File: config.mk
export PLATFORM = sky130hd
export DESIGN_NAME = short_name_path_component_converter
export DESIGN_NICKNAME = d
export VERILOG_FILES = /design/src/rtl/core/scnc_pkg.sv /design/src/rtl/core/scnc_char_map.sv /design/src/rtl/core/short_name_path_component_converter.sv
export SDC_FILE = /design/constraint.sdc
export NUM_CORES = 1
export LEC_CHECK = 0
export BUFFER_PORTS_ARGS = -buffer_cell sky130_fd_sc_hd__buf_2
export CELL_PAD_IN_SITES_DETAIL_PLACEMENT = 0
export CELL_PAD_IN_SITES_GLOBAL_PLACEMENT = 1
export CORE_UTILIZATION = 51
export DETAILED_ROUTE_END_ITERATION = 8
export PLACE_DENSITY_LB_ADDON = 0.1
export SLEW_MARGIN = 5
export SYNTH_ARGS = -nofsm -noshare
export SYNTH_HDL_FRONTEND = slang
export SYNTH_HIERARCHICAL = 1
export SYNTH_SLANG_ARGS = --single-unit
File: constraint.sdc
create_clock -name clk -period 12.1 [get_ports clk]
set_input_delay 3.025 -clock clk [delete_from_list [all_inputs] [get_ports clk]]
set_output_delay 3.025 -clock clk [all_outputs]
set_load 0.1 [all_outputs]
File: src/rtl/core/scnc_pkg.sv
package scnc_pkg;

	localparam int MAX_COMPONENT_LEN_DEF = 255;

	localparam int BYTE_W   = 8;
	localparam int BASE_LEN = 8;
	localparam int EXT_LEN  = 3;
	localparam int NAME_LEN = BASE_LEN + EXT_LEN;
	localparam int LEN_W    = 8;
	localparam int LEN_MAX  = 255;

	localparam logic [7:0] CH_NUL   = 8'h00;
	localparam logic [7:0] CH_SPACE = 8'h20;
	localparam logic [7:0] CH_DOT   = 8'h2E;
	localparam logic [7:0] CH_SLASH = 8'h2F;

	typedef enum logic [1:0] {
		STATUS_OK      = 2'd0,
		STATUS_EMPTY   = 2'd1,
		STATUS_INVALID = 2'd2
	} status_t;

	// result bit layout in m_tdata
	localparam int STATUS_W   = 2;
	localparam int BASE_W     = BASE_LEN * BYTE_W;
	localparam int EXT_W      = EXT_LEN * BYTE_W;
	localparam int STATUS_LSB = 0;
	localparam int BASE_LSB   = STATUS_LSB + STATUS_W;
	localparam int EXT_LSB    = BASE_LSB + BASE_W;
	localparam int LEN_LSB    = EXT_LSB + EXT_W;
	localparam int OUT_BITS   = LEN_LSB + LEN_W;
	localparam int OUT_TDATA_W = ((OUT_BITS + 7) / 8) * 8;

	typedef struct packed {
		logic       forbidden;
		logic       alnum;
		logic [7:0] upper;
	} char_info_t;

endpackage

File: src/rtl/core/scnc_char_map.sv
module scnc_char_map (
	input  logic [7:0]              ch,
	output scnc_pkg::char_info_t    info
);

	always_comb begin
		info.forbidden = ch inside {8'h22, 8'h2A, [8'h2B:8'h2F], [8'h3A:8'h3F],
			[8'h5B:8'h5D], [8'h7C:8'h7E]};
		info.alnum = ch inside {[8'h41:8'h5A], [8'h61:8'h7A], [8'h30:8'h39]};
		if (ch inside {[8'h61:8'h7A]}) begin
			info.upper = ch - 8'h20;
		end else begin
			info.upper = ch;
		end
	end

endmodule

File: src/rtl/core/short_name_path_component_converter.sv
// A terminator byte (slash or NUL) goes through the input register, then the result register,
// which offers it on m_tvalid; while a result stalls, it waits in the input register.
// Throughput: one byte per cycle; a stalled result stops a terminator and the bytes behind it.
// Reset: arst_n clears the component state (name all spaces, counters zero) and
// both valid flags; no clearing pass is needed.
module short_name_path_component_converter #(
	parameter int MAX_COMPONENT_LEN = scnc_pkg::MAX_COMPONENT_LEN_DEF
) (
	input  logic                                clk,
	input  logic                                arst_n,
	input  logic                                s_tvalid,
	output logic                                s_tready,
	input  logic [7:0]                          s_tdata,  // [7:0] path_byte
	output logic                                m_tvalid,
	input  logic                                m_tready,
	// [1:0] status, [65:2] name_base, [89:66] name_ext, [97:90] component_length
	output logic [scnc_pkg::OUT_TDATA_W-1:0]    m_tdata
);

	localparam int CNT_W = $clog2(MAX_COMPONENT_LEN + 1);

	logic       v_s1;
	logic [7:0] byte_s1;

	logic [7:0]       name_q [scnc_pkg::NAME_LEN];
	logic [CNT_W-1:0] count_q;
	logic             dot_seen_q;
	logic [1:0]       ext_pos_q;
	logic             bad_q;
	logic [7:0]       first_q;
	logic [7:0]       second_q;

	logic out_valid_q;
	logic [scnc_pkg::OUT_TDATA_W-1:0] out_data_q;

	scnc_pkg::char_info_t info;
	logic is_term;
	logic adv;
	logic out_free;

	scnc_pkg::status_t status;
	logic [scnc_pkg::BASE_W-1:0] base_word;
	logic [scnc_pkg::EXT_W-1:0]  ext_word;
	logic [scnc_pkg::LEN_W-1:0]  len_sat;

	scnc_char_map u_char_map (
		.ch   (byte_s1),
		.info (info)
	);

	assign is_term  = (byte_s1 == scnc_pkg::CH_NUL) || (byte_s1 == scnc_pkg::CH_SLASH);
	assign out_free = !out_valid_q || m_tready;
	assign adv      = v_s1 && (!is_term || out_free);
	assign s_tready = !v_s1 || adv;

	// input register
	always_ff @(posedge clk or negedge arst_n) begin
		if (!arst_n) begin
			v_s1 <= 1'b0;
		end else if (s_tready) begin
			v_s1 <= s_tvalid;
		end
	end

	always_ff @(posedge clk) begin
		if (s_tready && s_tvalid) begin
			byte_s1 <= s_tdata;
		end
	end

	// result of a terminator
	always_comb begin
		logic is_dot1;
		logic is_dot2;
		is_dot1 = (32'(count_q) == 1) && (first_q == scnc_pkg::CH_DOT);
		is_dot2 = (32'(count_q) == 2) && (first_q == scnc_pkg::CH_DOT)
			&& (second_q == scnc_pkg::CH_DOT);
		base_word = '0;
		ext_word  = '0;
		if (count_q == '0) begin
			status = scnc_pkg::STATUS_EMPTY;
		end else if (is_dot1 || is_dot2) begin
			status = scnc_pkg::STATUS_OK;
		end else if (first_q == scnc_pkg::CH_DOT || bad_q) begin
			status = scnc_pkg::STATUS_INVALID;
		end else begin
			status = scnc_pkg::STATUS_OK;
		end
		if (is_dot1) begin
			base_word = {scnc_pkg::CH_DOT, {(scnc_pkg::BASE_LEN-1){scnc_pkg::CH_SPACE}}};
			ext_word  = {scnc_pkg::EXT_LEN{scnc_pkg::CH_SPACE}};
		end else if (is_dot2) begin
			base_word = {scnc_pkg::CH_DOT, scnc_pkg::CH_DOT,
				{(scnc_pkg::BASE_LEN-2){scnc_pkg::CH_SPACE}}};
			ext_word  = {scnc_pkg::EXT_LEN{scnc_pkg::CH_SPACE}};
		end else if (status == scnc_pkg::STATUS_OK) begin
			for (int i = 0; i < scnc_pkg::BASE_LEN; i++) begin
				base_word[(scnc_pkg::BASE_LEN-1-i)*8 +: 8] = name_q[i];
			end
			for (int i = 0; i < scnc_pkg::EXT_LEN; i++) begin
				ext_word[(scnc_pkg::EXT_LEN-1-i)*8 +: 8] = name_q[scnc_pkg::BASE_LEN + i];
			end
		end
		if (32'(count_q) > scnc_pkg::LEN_MAX) begin
			len_sat = scnc_pkg::LEN_W'(scnc_pkg::LEN_MAX);
		end else begin
			len_sat = scnc_pkg::LEN_W'(count_q);
		end
	end

	// component state
	always_ff @(posedge clk or negedge arst_n) begin
		if (!arst_n) begin
			for (int i = 0; i < scnc_pkg::NAME_LEN; i++) begin
				name_q[i] <= scnc_pkg::CH_SPACE;
			end
			count_q    <= '0;
			dot_seen_q <= 1'b0;
			ext_pos_q  <= '0;
			bad_q      <= 1'b0;
			first_q    <= '0;
			second_q   <= '0;
		end else if (adv) begin
			if (is_term) begin
				for (int i = 0; i < scnc_pkg::NAME_LEN; i++) begin
					name_q[i] <= scnc_pkg::CH_SPACE;
				end
				count_q    <= '0;
				dot_seen_q <= 1'b0;
				ext_pos_q  <= '0;
				bad_q      <= 1'b0;
				first_q    <= '0;
				second_q   <= '0;
			end else begin
				if (count_q == '0) begin
					first_q <= byte_s1;
				end else if (32'(count_q) == 1) begin
					second_q <= byte_s1;
				end
				if (!dot_seen_q) begin
					if (byte_s1 == scnc_pkg::CH_DOT) begin
						dot_seen_q <= 1'b1;
						ext_pos_q  <= '0;
					end else if (32'(count_q) < scnc_pkg::BASE_LEN) begin
						if (info.forbidden) begin
							bad_q <= 1'b1;
						end else begin
							name_q[4'(count_q[2:0])] <= info.upper;
						end
					end
				end else if (32'(ext_pos_q) < scnc_pkg::EXT_LEN) begin
					if (info.alnum) begin
						name_q[4'(scnc_pkg::BASE_LEN) + 4'(ext_pos_q)] <= info.upper;
					end else begin
						bad_q <= 1'b1;
					end
					ext_pos_q <= ext_pos_q + 2'd1;
				end
				if (32'(count_q) < MAX_COMPONENT_LEN) begin
					count_q <= count_q + CNT_W'(1);
				end
			end
		end
	end

	// result register
	always_ff @(posedge clk or negedge arst_n) begin
		if (!arst_n) begin
			out_valid_q <= 1'b0;
		end else if (adv && is_term) begin
			out_valid_q <= 1'b1;
		end else if (m_tready) begin
			out_valid_q <= 1'b0;
		end
	end

	always_ff @(posedge clk) begin
		if (adv && is_term) begin
			out_data_q <= scnc_pkg::OUT_TDATA_W'({len_sat, ext_word, base_word,
				status});
		end
	end

	assign m_tvalid = out_valid_q;
	assign m_tdata  = out_data_q;

endmodule

==> results of run 1 <==
==> where the power goes <==
group	total, mW	internal, mW	switching (mW)
clock	0.674	0.399	0.275
combinational	0.216	0.0875	0.129
sequential	0.953	0.879	0.0738
total	1.84	1.37	0.477
==> routing by layer <==
layer,global-route usage,share of wire,vias to the layer above,wire [microns]
met3,0.0390,0.063,32,1290
met2,0.341,0.45,221,9170
met5,0,0,-,0
met4,0.0733,0.023,0,461
met1,0.322,0.47,3016,9520
li1,-,-,2821,-
==> worst max path at each step <==
stage,startpoint,slack (ps),endpoint,cells after the start
global route,m_tready,4920,s_tready,4
global placement,m_tready,5020,s_tready,4
CTS,m_tready,4960,s_tready,4
floorplan,m_tready,4910,s_tready,2
detailed placement,m_tready,4970,s_tready,4
finish,m_tready,4940,s_tready,4
==> cells in the mapped netlist, types with 5 or more instances <==
cell        n  area [sq um]
a21o_1     16           120
a21oi_1    15          75.1
a22o_1     80           701
a22oi_1     7          52.6
and2_1     73           457
buf_4      15           113
clkbuf_1   24          90.1
dfrtp_1   107          2680
dfstp_2    11           289
edfxtp_1  106          3180
ha_1       11           138
inv_1      22          82.6
nand2_1    35           131
nand2b_1    8          50.1
nand3_1    18          90.1
nand4_1     7          43.8
nor2_1     17          63.8
nor3_1     15          75.1
nor3_2      5          50.1
nor4_1      6          37.5
o21ai_0    21           105
o21ai_2    10          87.6
o31ai_1     5          37.5
==> layout make-up <==
type / count / area, sq um / share of cell area
Sequential cell: 224 / 6150 / 0.571
Clock buffer: 32 / 619 / 0.0575
Inverter: 22 / 85.1 / 0.00790
Timing Repair Buffer: 118 / 611 / 0.0567
Clock inverter: 9 / 93.8 / 0.00872
Multi-Input combinational cell: 417 / 2920 / 0.271
Tap cell: 229 / 287 / 0.0266
==> cells by family after synthesis <==
family,Yosys count
multiplexers,8
AO/OA/AOI/OAI,180
buffers and inverters,68
adder cells (fa/ha/maj),11
other,1
AND/OR/NAND/NOR,212
flip-flops,224
==> critical path, stage by stage <==
cell,delay (ps)
buf_2,110
nor2b_1,420
nand3_1,210
buf_2,370
==> flip-flops by register name, indices dropped and copies added (netlist names) <==
name        count
v_s1            1
ext_pos_q       2
m_tvalid        1
dot_seen_q      1
first_q         8
bad_q           1
byte_s1         8
name_q         88
second_q        8
count_q         8
m_tdata        98
==> flow_summary.toml, run 1 <==
[cells_and_area]
finalCoreUtilization = 0.599
fillerInstances = 1465
area_growth_pct = 14.9
drive_gt1_frac = 0.235
layout_common_cells = "buf_2, dfrtp_1, edfxtp_1, a22o_1, and2_1"
final_area_sq_um = 10800
stdcell_count = 1051
n_antenna_cell = 0
final_nets = 829
final_common_cell = "buf_2"

[global_routing]
antenna_found_initial = 0
grt_pass1_vias = 5855
grt_pass1_wl_mm = 32.0
grt_remaining_overflow = 0
track_usage = 0.223
grt_max_degree = 89

[setup_path]
rrSetupSlack_ps = 7880
crit_type = "primary input to primary output"
critPathArrivalTime_ps = 4130
r2r_cells = 5
cp-start-kind = "primary input"
regToRegStartpoint = "byte_s1[2]"
endpoint_kind = "primary output"
critPathMaxFanout = 4
cp.required_ps = 9070
r2r_end = "m_tdata[96]"

[synthesis]
synth-xor-area-share = 0
yosys_warnings = 6
synth-simple-area-share = 0.130
ys_ff_latch = 224
synth_flop_cell = "dfrtp_1"
synth_cell_type_count = 64
synth_cells = 704
synth_edf_count = 106
synthAdderAreaFrac = 0.0147
syn_area_sq_um = 9370
synth_top_family_by_area = "compound AO/OA/AOI/OAI gates"
synth.avg_cell_area_sq_um = 13.3
synth.mux.area_fraction = 0.0108
synth_compound_area_frac = 0.153
yosysSeqAreaShare = 0.656
synthArstFlopShare = 0.527

[clock_tree]
clk_pin_slew_ps = 60
root_buffer = "clkbuf_16"
cts_made_buffers = 23
post_cts_resized = 0
cts_tree = "built"
cts_max_path_buffers = 3
cts.sinks = 224
worstSkewPairLatency_ps = 500
cts-htree-levels = 1
holdBufCountCts = 0
postCtsSetupRepairBufs = 0

[placed_design]
placed_area_sq_um = 10100
pre_cts_slack_ps = 4970
portBuffers = 111
dp.cells = 1010
dpl.hpwl_mm = 13.2
place_congestion = 0.805

[die]
die_h_microns = 138
dieArea_sq_um = 18900
rows = 49
die_w_microns = 138
start_util = 0.521
core_sq_um = 18000
io_pins = 118

[sta]
period_needed_ps = 7160
max_freq_mhz = 140
setup_slack_ps = 4940
worstMarginPinSlew_ps = 1080
setup_viol = 0
rsz0062_at_grt = "false"
slew_violations = 0
fin_skew_ps = 7.89
tns_ps = 0
relSlewSlack = 0.280
timing.hold.ws_ps = 462
hold_viol = 0
final.period_utilization = 0.591

[worst_hold_path]
whs_path_depth = 2
holdPathEnd = "name_q[61]"
hold_start = "name_q[61]"
hold_path_class = "flip-flop to flip-flop"

[drt]
routed_wl_mm = 20.4
drt_iter0_drc = 398
drc_errors = 0
ant_nets = 0
avgViaCountPerCell = 5.79
dr.pass1.iters = 5
drt-wirelength-per-cell_microns = 19.4
dr_total_vias = 6090

[run]
maxCapViolations = 0

[power]
leakagePower_nw = 4.50
vdd_drop_max_v = 0.000170
power.total_mw = 1.84
powerDensity_nw_per_um2 = 171

[run_status]
outcome = "completed"
(Power assumes the default switching activity.)
==> inputs of run 2 (changes only) <==
ABC_AREA = 1   (was not set)
CORE_UTILIZATION = 41   (was 51)
clock period = 6.19 ns   (was 12.1 ns; I/O delays follow)
==> flow_summary.toml, run 2 <==
[setup_path]
cpMaxStageDelayCell = "buf_2"
cp-start-kind = "primary input"
critPathMaxFanout = 3
max_stage_delay_ps = 330
crit_chain = "buf_2 > nor2_1 > nand3_1 > buf_2"
r2r_cells = 15
crit_top_cell = "buf_2"
crit_type = "primary input to primary output"
critPathArrivalTime_ps = 2370
endpoint_kind = "primary output"
cp.required_ps = 4640

[global_routing]
grt_pass1_vias = 7469
antenna_found_initial = 0
grt_remaining_overflow = 0
grt_pass1_wl_mm = 40.4
grt_max_degree = 71
track_usage = 0.194

[sta]
timing.hold.ws_ps = 465
final.period_utilization = 0.633
rsz0062_at_grt = "false"
hold_viol = 0
setup_viol = 0
max_freq_mhz = 255
slew_violations = 0
relSlewSlack = 0.225
worstMarginPinSlew_ps = 1160
period_needed_ps = 3920
tns_ps = 0
fin_skew_ps = 10.7

[drt]
dr.pass1.iters = 6
dr_total_vias = 7749
drt_iter0_drc = 606
drt-wirelength-per-cell_microns = 15.5
drc_errors = 0
routed_wl_mm = 24.6
ant_nets = 0
avgViaCountPerCell = 4.89

[cells_and_area]
fillerInstances = 2489
final_common_cell = "nand2_1"
final_area_sq_um = 12000
layout_common_cells = "nand2_1, nor2_1, inv_1, buf_2, dfrtp_1"
drive_gt1_frac = 0.170
final_nets = 1259
largest_reg_flops = 98
n_antenna_cell = 0
finalCoreUtilization = 0.476
area_growth_pct = 13.6

[die]
io_pins = 118
die_w_microns = 162
die_h_microns = 162
dieArea_sq_um = 26400
start_util = 0.419
rows = 58
core_sq_um = 25200

[clock_tree]
holdBufCountCts = 0
clk_pin_slew_ps = 60
root_buffer = "clkbuf_16"
cts_tree = "built"
cts_made_buffers = 25
worstSkewPairLatency_ps = 530
postCtsSetupRepairBufs = 0
cts.sinks = 224
cts-htree-levels = 1
post_cts_resized = 0
cts_max_path_buffers = 3

[synthesis]
synth_flop_cell = "dfrtp_1"
synthArstFlopShare = 0.527
netlist.area_leader.share = 0.302
synth_area_leader_cell = "edfxtp_1"
synth.avg_cell_area_sq_um = 9.27
synth_edf_count = 106
ys_ff_latch = 224
ys_top_cells_by_area = "edfxtp_1, dfrtp_1, nand2_1"
synth_most_common_cell = "nand2_1"
yosys_warnings = 6
synth_cell_type_count = 37
yosysSeqAreaShare = 0.583
yosys-top-cells-count = "nand2_1, nor2_1, inv_1"
syn_area_sq_um = 10500
synth_cells = 1137

[power]
vdd_drop_max_v = 0.000175
powerDensity_nw_per_um2 = 350
leakagePower_nw = 5.75

[placed_design]
dpl.hpwl_mm = 15.7
placed_area_sq_um = 11100
portBuffers = 111
place_congestion = 0.803

[run_status]
outcome = "completed"

[run]
maxCapViolations = 0

[worst_hold_path]
hold_path_class = "flip-flop to flip-flop"
whs_path_depth = 2
==> run 2: cell types whose count changed after synthesis, sizes merged, moves of 27 or more <==
cell	previous run	this run
a22o	80	0
inv	22	129
buf	22	49
nand2	36	312
nand4	7	89
and2	73	0
nor2	18	191
nand3	18	62
==> run 2: power breakdown <==
part	internal (mW)	total (mW)	leakage [nW]	switching [mW]
clock network	0.908	1.51	0.399	0.605
logic	0.211	0.790	2.73	0.578
registers	1.76	1.88	2.63	0.126
==> run 2: final timing paths <==
path,slack [ps],to,start
worst max-delay path,2270,s_tready,m_tready
worst min-delay path,470,name_q[69],name_q[69]
worst max register to register,2670,name_q[84],byte_s1[6]
worst min register to register,470,name_q[69],name_q[69]
max in group asynchronous,3830,name_q[40],arst_n
min in group asynchronous,1160,first_q[7],arst_n
==> run 2: cells by family (layout without fill, tap and decap cells) <==
group | Yosys count | after routing | share of synthesized area
AOI/OAI and AO/OA | 47 | 47 | 0.0260
xor gates and xnor gates | 5 | 5 | 0.00415
adders and majority gates | 11 | 11 | 0.0131
buffers and inverters | 189 | 302 | 0.0943
DFF | 224 | 224 | 0.583
other | 1 | 6 | 0.000356
and+or+nand+nor | 660 | 660 | 0.279
==> run 2: cell type report <==
class | count | area, sq um | area share
Sequential cell | 224 | 6150 | 0.514
Multi-Input combinational cell | 729 | 3420 | 0.285
Clock buffer | 28 | 637 | 0.0532
Timing Repair Buffer | 118 | 636 | 0.0531
Inverter | 138 | 522 | 0.0436
Tap cell | 330 | 413 | 0.0345
Clock inverter | 18 | 199 | 0.0166
==> run 2: worst max-delay path, delay by kind of cell <==
kind | cells | cell delay, ps
buffers and inverters | 2 | 430
AND/OR/NAND/NOR | 2 | 380
==> run 2: stage by stage <==
step                power, mW  setup slack, ps  instances
floorplan                2.54             1830       1142
global placement         2.70             2290       1539
detailed placement       2.71             2280       1539
CTS                      4.24             2260       1585
global route             4.43             2150       1585
finish                   4.19             2270       1585
==> run 2: per-layer routing <==
layer	routed length, microns	global-route usage	vias up
li1	-	-	3881
met1	12400	0.290	3674
met2	10800	0.301	161
met3	1070	0.0247	33
met4	422	0.0450	0
met5	0	0	-
